File: src/rtl/tclc_pkg.sv
// Package: widths, fixed-point constants and coefficient tables of the lux calculator.
`timescale 1ns / 1ps
`default_nettype none
package tclc_pkg;

	localparam int CHANNEL_SCALE_BITS  = 10;
	localparam int RATIO_FRACTION_BITS = 9;
	localparam int LUX_FRACTION_BITS   = 14;

	// register indexes of the configuration port
	localparam logic [1:0] REG_GAIN_HIGH   = 2'd0;
	localparam logic [1:0] REG_INTEG_SEL   = 2'd1;
	localparam logic [1:0] REG_PACKAGE_SEL = 2'd2;

	// integration time codes
	localparam logic [1:0] INTEG_13MS  = 2'd0;
	localparam logic [1:0] INTEG_101MS = 2'd1;

	localparam int COUNT_W = 16;
	// largest scale is below 32 * 16 in integer part
	localparam int SCALE_W = CHANNEL_SCALE_BITS + 9;
	localparam int CH_W    = COUNT_W + SCALE_W - CHANNEL_SCALE_BITS;

	localparam int SCALE_13MS_INT  = ((((322 << CHANNEL_SCALE_BITS) * 2) / 11) + 1) >> 1;
	localparam int SCALE_101MS_INT = ((((322 << CHANNEL_SCALE_BITS) * 2) / 81) + 1) >> 1;
	localparam logic [SCALE_W-1:0] SCALE_13MS  = SCALE_W'(SCALE_13MS_INT);
	localparam logic [SCALE_W-1:0] SCALE_101MS = SCALE_W'(SCALE_101MS_INT);
	localparam logic [SCALE_W-1:0] SCALE_ONE   = SCALE_W'(1 << CHANNEL_SCALE_BITS);

	// quotient bits kept: every knee times two stays below 2^QUO_W
	localparam int QUO_W      = RATIO_FRACTION_BITS + 2;
	localparam int DIV_STEPS  = 3;
	localparam int DIV_STAGES = (QUO_W + DIV_STEPS - 1) / DIV_STEPS;

	localparam int SEGMENTS  = 7;
	localparam int COEF_BITS = 14;
	localparam int COEF_UP   = (LUX_FRACTION_BITS > COEF_BITS) ?
		(LUX_FRACTION_BITS - COEF_BITS) : 0;
	localparam int COEF_DN   = (LUX_FRACTION_BITS < COEF_BITS) ?
		(COEF_BITS - LUX_FRACTION_BITS) : 0;
	localparam int COEF_W    = 10 + COEF_UP;
	localparam int PROD_W    = CH_W + COEF_W;
	localparam int RND_W     = PROD_W + 1 - LUX_FRACTION_BITS;

	localparam int RAW_W = 20;
	localparam int CAL_W = 21;
	localparam logic [RAW_W-1:0] RAW_MAX = '1;
	localparam logic [CAL_W-1:0] CAL_MAX = '1;
	localparam logic [16:0]      CAL_GAIN   = 17'd75039;
	localparam logic [21:0]      CAL_OFFSET = 22'd3019244;
	localparam int               CAL_FLOOR  = 46;
	localparam int               CAL_PROD_W = RAW_W + 17;
	localparam int               CAL_SUM_W  = CAL_PROD_W + 1;

	// pipeline depth from accepted command to result strobe
	localparam int LATENCY = DIV_STAGES + 6;

	// knee limit on the unrounded quotient: ratio <= k exactly when quotient <= 2k
	function automatic logic [QUO_W:0] knee_limit(input logic pkg, input int seg);
		int milli;
		begin
			milli = 1300;
			case (seg)
				0: milli = pkg ? 130 : 125;
				1: milli = pkg ? 260 : 250;
				2: milli = pkg ? 390 : 375;
				3: milli = pkg ? 520 : 500;
				4: milli = pkg ? 650 : 610;
				5: milli = 800;
				default: milli = 1300;
			endcase
			knee_limit = (QUO_W+1)'((((milli << RATIO_FRACTION_BITS) + 500) / 1000) * 2);
		end
	endfunction

	function automatic logic [COEF_W-1:0] coef_scale(input int v);
		begin
			if (COEF_DN == 0)
				coef_scale = COEF_W'(v << COEF_UP);
			else
				coef_scale = COEF_W'((v + (1 << (COEF_DN - 1))) >> COEF_DN);
		end
	endfunction

	function automatic logic [COEF_W-1:0] coef_b(input logic pkg, input int seg);
		int v;
		begin
			v = 0;
			case (seg)
				0: v = pkg ? 'h204 : 'h1f2;
				1: v = pkg ? 'h228 : 'h214;
				2: v = pkg ? 'h253 : 'h23f;
				3: v = pkg ? 'h282 : 'h270;
				4: v = pkg ? 'h177 : 'h16f;
				5: v = pkg ? 'h101 : 'h0d2;
				default: v = pkg ? 'h037 : 'h018;
			endcase
			coef_b = coef_scale(v);
		end
	endfunction

	function automatic logic [COEF_W-1:0] coef_m(input logic pkg, input int seg);
		int v;
		begin
			v = 0;
			case (seg)
				0: v = pkg ? 'h1ad : 'h1be;
				1: v = pkg ? 'h2c1 : 'h2d1;
				2: v = pkg ? 'h363 : 'h37b;
				3: v = pkg ? 'h3df : 'h3fe;
				4: v = pkg ? 'h1dd : 'h1fc;
				5: v = pkg ? 'h127 : 'h0fb;
				default: v = pkg ? 'h02b : 'h012;
			endcase
			coef_m = coef_scale(v);
		end
	endfunction

endpackage
`default_nettype wire

File: src/rtl/two_channel_lux_calculator.sv
// Top level: pipelined two-channel photodiode lux calculator.
//
// Usage:
//   Command channel: pulse start with broadband_count and infrared_count; the
//   pair is taken at any clock edge where start is high and busy is low. busy
//   stays low, so a new pair may be issued every cycle.
//   Result channel: raw_lux and calibrated_lux appear for one cycle with done
//   high, once the pair has passed the pipeline stages named below. Results
//   come in command order.
//   Throughput: one pair per cycle. The depth is set by the ratio divider,
//   which resolves up to three quotient bits per stage, plus the scale,
//   segment, coefficient multiply, rounding and calibration stages.
//   Configuration: cfg_write with cfg_index and cfg_data writes gain_high,
//   integration_select or package_select; write only while no result is
//   outstanding. Unknown indexes are dropped.
//   Reset: arst_n clears the configuration and valid registers to 0 and
//   empties the pipeline; no clearing pass is needed. The receiver cannot
//   stall: each result shows for exactly one cycle.
`timescale 1ns / 1ps
`default_nettype none
module two_channel_lux_calculator (
	input  wire logic                          clk,
	input  wire logic                          arst_n,
	input  wire logic                          start,
	output logic                               busy,
	input  wire logic [tclc_pkg::COUNT_W-1:0]  broadband_count,
	input  wire logic [tclc_pkg::COUNT_W-1:0]  infrared_count,
	input  wire logic                          cfg_write,
	input  wire logic [1:0]                    cfg_index,
	input  wire logic [1:0]                    cfg_data,
	output logic                               done,
	output logic [tclc_pkg::RAW_W-1:0]         raw_lux,
	output logic [tclc_pkg::CAL_W-1:0]         calibrated_lux
);
	import tclc_pkg::*;

	logic       gain_high_q;
	logic [1:0] integ_sel_q;
	logic       package_sel_q;

	// write configuration registers
	always_ff @(posedge clk or negedge arst_n) begin
		if (!arst_n) begin
			gain_high_q   <= 1'b0;
			integ_sel_q   <= 2'd0;
			package_sel_q <= 1'b0;
		end else if (cfg_write) begin
			case (cfg_index)
				REG_GAIN_HIGH:   gain_high_q   <= cfg_data[0];
				REG_INTEG_SEL:   integ_sel_q   <= cfg_data;
				REG_PACKAGE_SEL: package_sel_q <= cfg_data[0];
				default: ;
			endcase
		end
	end

	assign busy = 1'b0;

	// stage 1: pick scale and scale both channels
	logic [SCALE_W-1:0]         scale_base;
	logic [SCALE_W-1:0]         scale;
	logic [COUNT_W+SCALE_W-1:0] prod0, prod1;
	logic                       v_s1;
	logic [CH_W-1:0]            ch0_s1, ch1_s1;

	always_comb begin
		case (integ_sel_q)
			INTEG_13MS:  scale_base = SCALE_13MS;
			INTEG_101MS: scale_base = SCALE_101MS;
			default:     scale_base = SCALE_ONE;
		endcase
		scale = gain_high_q ? scale_base : (scale_base << 4);
		prod0 = (COUNT_W+SCALE_W)'(broadband_count) * (COUNT_W+SCALE_W)'(scale);
		prod1 = (COUNT_W+SCALE_W)'(infrared_count) * (COUNT_W+SCALE_W)'(scale);
	end

	always_ff @(posedge clk or negedge arst_n) begin
		if (!arst_n) v_s1 <= 1'b0;
		else         v_s1 <= start && !busy;
	end

	always_ff @(posedge clk) begin
		ch0_s1 <= prod0[CHANNEL_SCALE_BITS +: CH_W];
		ch1_s1 <= prod1[CHANNEL_SCALE_BITS +: CH_W];
	end

	// stage 2: restoring divider, up to three quotient bits per stage
	logic             dv_v_s2   [DIV_STAGES];
	logic [CH_W-1:0]  dv_rem_s2 [DIV_STAGES];
	logic [QUO_W-1:0] dv_q_s2   [DIV_STAGES];
	logic [CH_W-1:0]  dv_ch0_s2 [DIV_STAGES];
	logic [CH_W-1:0]  dv_ch1_s2 [DIV_STAGES];
	logic             dv_ovf_s2 [DIV_STAGES];
	logic             dv_zero_s2[DIV_STAGES];

	for (genvar k = 0; k < DIV_STAGES; k++) begin : g_div
		logic             in_v;
		logic [CH_W-1:0]  in_rem;
		logic [QUO_W-1:0] in_q;
		logic [CH_W-1:0]  in_ch0, in_ch1;
		logic             in_ovf, in_zero;
		logic [CH_W-1:0]  rem_n;
		logic [QUO_W-1:0] q_n;
		logic [CH_W:0]    trial;

		if (k == 0) begin : g_first
			// quotient of ch1 << (R+1) over ch0; it overflows the kept bits when ch1 >= 2*ch0
			assign in_v    = v_s1;
			assign in_rem  = ch1_s1 >> 1;
			assign in_q    = '0;
			assign in_ch0  = ch0_s1;
			assign in_ch1  = ch1_s1;
			assign in_ovf  = {1'b0, ch1_s1} >= {ch0_s1, 1'b0};
			assign in_zero = (ch0_s1 == '0);
		end else begin : g_next
			assign in_v    = dv_v_s2[k-1];
			assign in_rem  = dv_rem_s2[k-1];
			assign in_q    = dv_q_s2[k-1];
			assign in_ch0  = dv_ch0_s2[k-1];
			assign in_ch1  = dv_ch1_s2[k-1];
			assign in_ovf  = dv_ovf_s2[k-1];
			assign in_zero = dv_zero_s2[k-1];
		end

		// shift in the next numerator bit, subtract when it fits
		always_comb begin
			rem_n = in_rem;
			q_n   = in_q;
			trial = '0;
			for (int t = 0; t < DIV_STEPS; t++) begin
				if (k * DIV_STEPS + t < QUO_W) begin
					trial = {rem_n, ((k * DIV_STEPS + t) == 0) ? in_ch1[0] : 1'b0};
					if (trial >= {1'b0, in_ch0}) begin
						trial = trial - {1'b0, in_ch0};
						q_n   = {q_n[QUO_W-2:0], 1'b1};
					end else begin
						q_n   = {q_n[QUO_W-2:0], 1'b0};
					end
					rem_n = trial[CH_W-1:0];
				end
			end
		end

		always_ff @(posedge clk or negedge arst_n) begin
			if (!arst_n) dv_v_s2[k] <= 1'b0;
			else         dv_v_s2[k] <= in_v;
		end

		always_ff @(posedge clk) begin
			dv_rem_s2[k]  <= rem_n;
			dv_q_s2[k]    <= q_n;
			dv_ch0_s2[k]  <= in_ch0;
			dv_ch1_s2[k]  <= in_ch1;
			dv_ovf_s2[k]  <= in_ovf;
			dv_zero_s2[k] <= in_zero;
		end
	end

	// stage 3: find the segment and fetch its coefficients
	logic              v_s3;
	logic [CH_W-1:0]   ch0_s3, ch1_s3;
	logic [COEF_W-1:0] b_s3, m_s3;
	logic [COEF_W-1:0] b_n, m_n;
	logic [QUO_W:0]    quo;
	logic              hit;

	always_comb begin
		quo = {1'b0, dv_q_s2[DIV_STAGES-1]};
		b_n = '0;
		m_n = '0;
		hit = 1'b0;
		for (int i = 0; i < SEGMENTS; i++) begin
			if (!hit && (dv_zero_s2[DIV_STAGES-1] ||
			             (!dv_ovf_s2[DIV_STAGES-1] && quo <= knee_limit(package_sel_q, i)))) begin
				hit = 1'b1;
				b_n = coef_b(package_sel_q, i);
				m_n = coef_m(package_sel_q, i);
			end
		end
	end

	always_ff @(posedge clk or negedge arst_n) begin
		if (!arst_n) v_s3 <= 1'b0;
		else         v_s3 <= dv_v_s2[DIV_STAGES-1];
	end

	always_ff @(posedge clk) begin
		ch0_s3 <= dv_ch0_s2[DIV_STAGES-1];
		ch1_s3 <= dv_ch1_s2[DIV_STAGES-1];
		b_s3   <= b_n;
		m_s3   <= m_n;
	end

	// stage 4: weight both channels
	logic              v_s4;
	logic [PROD_W-1:0] pos_s4, neg_s4;

	always_ff @(posedge clk or negedge arst_n) begin
		if (!arst_n) v_s4 <= 1'b0;
		else         v_s4 <= v_s3;
	end

	always_ff @(posedge clk) begin
		pos_s4 <= PROD_W'(ch0_s3) * PROD_W'(b_s3);
		neg_s4 <= PROD_W'(ch1_s3) * PROD_W'(m_s3);
	end

	// stage 5: clamp at zero, round, drop the fraction, saturate
	logic              v_s5;
	logic [RAW_W-1:0]  raw_s5;
	logic [PROD_W-1:0] diff;
	logic [RND_W-1:0]  rnd;
	logic [RAW_W-1:0]  raw_n;

	always_comb begin
		diff  = (pos_s4 > neg_s4) ? (pos_s4 - neg_s4) : '0;
		rnd   = RND_W'(({1'b0, diff} + ((PROD_W+1)'(1) << (LUX_FRACTION_BITS - 1)))
			>> LUX_FRACTION_BITS);
		raw_n = (rnd > RND_W'(RAW_MAX)) ? RAW_MAX : rnd[RAW_W-1:0];
	end

	always_ff @(posedge clk or negedge arst_n) begin
		if (!arst_n) v_s5 <= 1'b0;
		else         v_s5 <= v_s4;
	end

	always_ff @(posedge clk) begin
		raw_s5 <= raw_n;
	end

	// stage 6: calibration gain
	logic                  v_s6;
	logic [RAW_W-1:0]      raw_s6;
	logic [CAL_PROD_W-1:0] cal_prod_s6;

	always_ff @(posedge clk or negedge arst_n) begin
		if (!arst_n) v_s6 <= 1'b0;
		else         v_s6 <= v_s5;
	end

	always_ff @(posedge clk) begin
		raw_s6      <= raw_s5;
		cal_prod_s6 <= CAL_PROD_W'(raw_s5) * CAL_PROD_W'(CAL_GAIN);
	end

	// output: add offset, floor, force small values to zero, saturate
	logic [CAL_SUM_W-1:0]    cal_sum;
	logic [CAL_SUM_W-17:0]   cal_int;
	logic [CAL_W-1:0]        cal_n;
	logic                    done_q;
	logic [RAW_W-1:0]        raw_lux_q;
	logic [CAL_W-1:0]        cal_lux_q;

	always_comb begin
		cal_sum = CAL_SUM_W'(cal_prod_s6) + CAL_SUM_W'(CAL_OFFSET);
		cal_int = cal_sum[CAL_SUM_W-1:16];
		if (cal_int <= (CAL_SUM_W-16)'(CAL_FLOOR))
			cal_n = '0;
		else if (cal_int > (CAL_SUM_W-16)'(CAL_MAX))
			cal_n = CAL_MAX;
		else
			cal_n = cal_int[CAL_W-1:0];
	end

	always_ff @(posedge clk or negedge arst_n) begin
		if (!arst_n) done_q <= 1'b0;
		else         done_q <= v_s6;
	end

	always_ff @(posedge clk) begin
		raw_lux_q <= raw_s6;
		cal_lux_q <= cal_n;
	end

	assign done           = done_q;
	assign raw_lux        = raw_lux_q;
	assign calibrated_lux = cal_lux_q;

endmodule
`default_nettype wire

File: config.mk
export PLATFORM = sky130hd
export DESIGN_NAME = two_channel_lux_calculator
export DESIGN_NICKNAME = d
export VERILOG_FILES = /design/src/rtl/tclc_pkg.sv /design/src/rtl/two_channel_lux_calculator.sv
export SDC_FILE = /design/constraint.sdc
export NUM_CORES = 2
export LEC_CHECK = 0
export BUFFER_PORTS_ARGS = -buffer_cell sky130_fd_sc_hd__buf_2
export CAP_MARGIN = 15
export CORE_MARGIN = 2
export CORE_UTILIZATION = 55
export DETAILED_ROUTE_END_ITERATION = 10
export PLACE_DENSITY = 0.68
export SLEW_MARGIN = 15
export SYNTH_ARGS = -nofsm -noshare
export SYNTH_HDL_FRONTEND = slang
export SYNTH_SLANG_ARGS = --single-unit
File: constraint.sdc
create_clock -name clk -period 10.65 [get_ports clk]
set_input_delay 1.5975 -clock clk [delete_from_list [all_inputs] [get_ports clk]]
set_output_delay 1.5975 -clock clk [all_outputs]
set_load 0.03 [all_outputs]
==> flow_summary.yaml <==
finish:
  stdcell_count: 9274
  drive_above_1_share_pct: 6.37
  area_growth_pct: 6.71
  multi_input_comb_area_mm2: 0.0524
  nFillCells: 11000
  finalNetCount: 9392
  ff_latch_area_mm2: 0.0127
synth:
  ys_top_cells_by_count: "1156 x inv_1, 924 x fa_1, 878 x ha_1"
  ys.flop_type: "dfxtp_1"
  ys_seq_area_share_pct: 18.1
  syn_nets: 9423
  synth_most_common_cell: "inv_1"
  netlist_area_mm2: 0.0703
  yosys_warnings: 0
  synth.area.top_cells: "fa_1 26%, dfxtp_1 18%, ha_1 16%, inv_1 6.2%, nand2_1 3.8%"
  async_flop_share_pct: 2.22
  synth_edf_count: 0
  yosys.area.top_type_share_pct: 26.3
  synth_seq_cells: 632
  synth_cell_type_count: 101
  synth_area_leader_cell: "fa_1"
  syn_inst: 7581
  avgSynthCellArea_um2: 9.27
sta:
  maxSlewHeadroom_pct: 24.3
  post-route-min-period_ns: 9.94
  setup_viol: 0
  rsz0062_at_grt: "false"
  slew_violations: 0
  finalSetupTns_ns: 0
  fin_skew_ns: 0.0565
  period_share_pct: 93.3
  hold_viol: 0
  max_freq_mhz: 101
  worst_pin_slew_ns: 1.13
worst_setup_path:
  cpPeakStageDelay_ns: 0.72
  r2r-end: "dv_rem_s2[0][7]"
  worstReg2RegStart: "ch0_s1[1]"
  arrival_ns: 10.50
  cp_slowest_cell: "o21a_1"
  reg2reg_depth: 32
  crit_required_ns: 11.22
  crit_family: "compound AO/OA/AOI/OAI gates"
  cp_num_buf_inv: 3
  path_class: "flop to flop"
  cp_max_fo: 40
  endpoint_kind: "flop"
  startpoint_type: "flop"
  r2r_setup_slack_ns: 0.71
grt:
  grt_pass1_vias: 53700
  antenna_found_initial: 7
  grt_start_max_net_pins: 50
  grt_overflow: 0
  grt_usage_pct: 27.1
  grt_pass1_wl_mm: 283
detailed_routing:
  wl_per_cell_um: 18.8
  drt_wl_total_mm: 174
  drt_drc_violations_left: 0
  ant_nets: 0
  vias: 52000
  first_pass_iters: 5
  drtIter0Drc: 3119
  via_per_inst: 5.61
clocking:
  cts_resized: 0
  clockBufferDepth: 3
  cts_tree: "yes"
  cts.htree.levels: 3
  cts-buffers-inserted: 75
  cts_root_buf: "clkbuf_16"
  cts.sinks: 632
  clk_latency_ns: 0.70
  clk_pin_slew_worst_paths_ns: 0.07
  cts_setup_buffers: 0
  ctsHoldBuffers: 0
floorplan:
  initial_utilization_pct: 55.3
  io-pin-count: 83
  dieHeight_um: 361
  die_area_mm2: 0.131
  core_area_mm2: 0.127
  rows: 131
  die_w_um: 361
placement:
  numPortBuffers: 81
  gp_routability_congestion: 0.935
  place_inst: 9135
  place_hpwl_mm: 144
hold_path:
  min_to: "dv_ch1_s2[2][17]"
  min-delay-start: "dv_ch1_s2[1][17]"
  hp-class: "flop to flop"
  hold_depth: 0
outcome:
  outcome: "finished, final reports clean"
job:
  maxCapViolations: 0
[metal layers]
metal	global-route usage (%)	up-vias	wire length, um
met1	35.8	25600	75900
li1	-	24800	-
met2	45.8	1280	83500
met4	9.40	10	6070
met3	3.32	333	8480
met5	0	-	54
[flip-flops by register name, indices dropped and copies added (netlist names), 2 cells and up]
signal	cells
b_s3	10
integ_sel_q	2
dv_ch1_s2	100
dv_rem_s2	75
ch0_s3	25
dv_ovf_s2	4
dv_q_s2	29
pos_s4	35
raw_s6	20
cal_prod_s6	35
ch1_s3	25
m_s3	10
ch1_s1	25
calibrated_lux	21
dv_zero_s2	4
ch0_s1	25
raw_lux	20
raw_s5	20
neg_s4	35
dv_ch0_s2	100
g_div.in_v	4
[through the flow]
| step | instance area, um2 | util (%) | hold slack, ns | setup WS, ns |
|---|---|---|---|---|
| 2_1_floorplan | 70300 | - | 0.310 | 2.42 |
| 3_3_place_gp | 72300 | 56.8 | 0.310 | 1.08 |
| 3_5_place_dp | 72300 | 56.8 | 0.312 | 0.943 |
| 4_1_cts | 75000 | 59.0 | 0.287 | 0.821 |
| 5_1_grt | 75000 | 59.0 | 0.298 | 0.107 |
| 6_report | 75000 | 59.0 | 0.282 | 0.714 |
[worst max-delay path by stage]
stage	startpoint	slack [ns]	to	cells past startpoint
2_1_floorplan	ch0_s1[10]	2.42	dv_rem_s2[0][10]	35
3_3_place_gp	dv_ch0_s2[1][0]	1.08	dv_rem_s2[2][4]	35
3_5_place_dp	dv_ch0_s2[1][0]	0.94	dv_rem_s2[2][5]	36
4_1_cts	dv_ch0_s2[1][0]	0.82	dv_rem_s2[2][5]	36
5_1_grt	ch0_s1[1]	0.11	dv_rem_s2[0][12]	32
6_report	ch0_s1[1]	0.71	dv_rem_s2[0][7]	32
[placed cells by master (no fill, tap or decap), types with 13 or more instances in the layout]
cell / instances
buf_4: 42
nand2_1: 710
ha_1: 878
o211ai_1: 37
a21oi_1: 375
nand4_1: 52
buf_2: 81
nor4_1: 25
nor3_1: 90
dfxtp_1: 618
clkbuf_16: 75
xnor2_1: 268
fa_1: 924
nor2_1: 341
nor2b_1: 52
and3_1: 46
nand2b_1: 54
inv_1: 1156
o21a_1: 96
a21o_1: 155
a211o_1: 15
o21bai_1: 45
mux2_2: 136
a2111oi_0: 14
o31a_1: 15
nand3_1: 125
mux2i_1: 13
dfrtp_1: 14
or2_2: 28
o31ai_1: 28
a31oi_1: 43
or3_1: 34
o21ai_0: 223
and2_1: 352
a211oi_1: 34
xor2_1: 105
o22ai_1: 17
[logic make-up after synthesis]
kind of cell	Yosys count	share of synthesized area, %
simple gates	1967	13.6
fa+ha+maj	1802	41.9
buf+inv	1392	7.51
compound gates	1265	11.8
flops	632	18.1
xor+xnor	373	4.65
mux	149	2.36
other cells	1	0.00533
[worst register-to-register path: cells and delay by family (launching register included)]
kind	cells	cell delay, ns
simple gates	2	0.51
fa+ha+maj	3	1.13
buf+inv	3	0.81
mux	2	0.67
flops	1	0.32
compound gates	22	6.37
[cell type report]
cell class | count | share of cell area (%)
multi-input combinational | 5557 | 69.8
sequential | 632 | 17.0
inverter | 1160 | 5.81
tap | 1662 | 2.77
clock buffer | 93 | 2.67
clock inverter | 44 | 0.996
timing repair buffer | 124 | 0.987
antenna | 2 | 0.00667
Power is not shown: default switching activity piles up to over one toggle a cycle in this logic, so the estimate is an artifact.
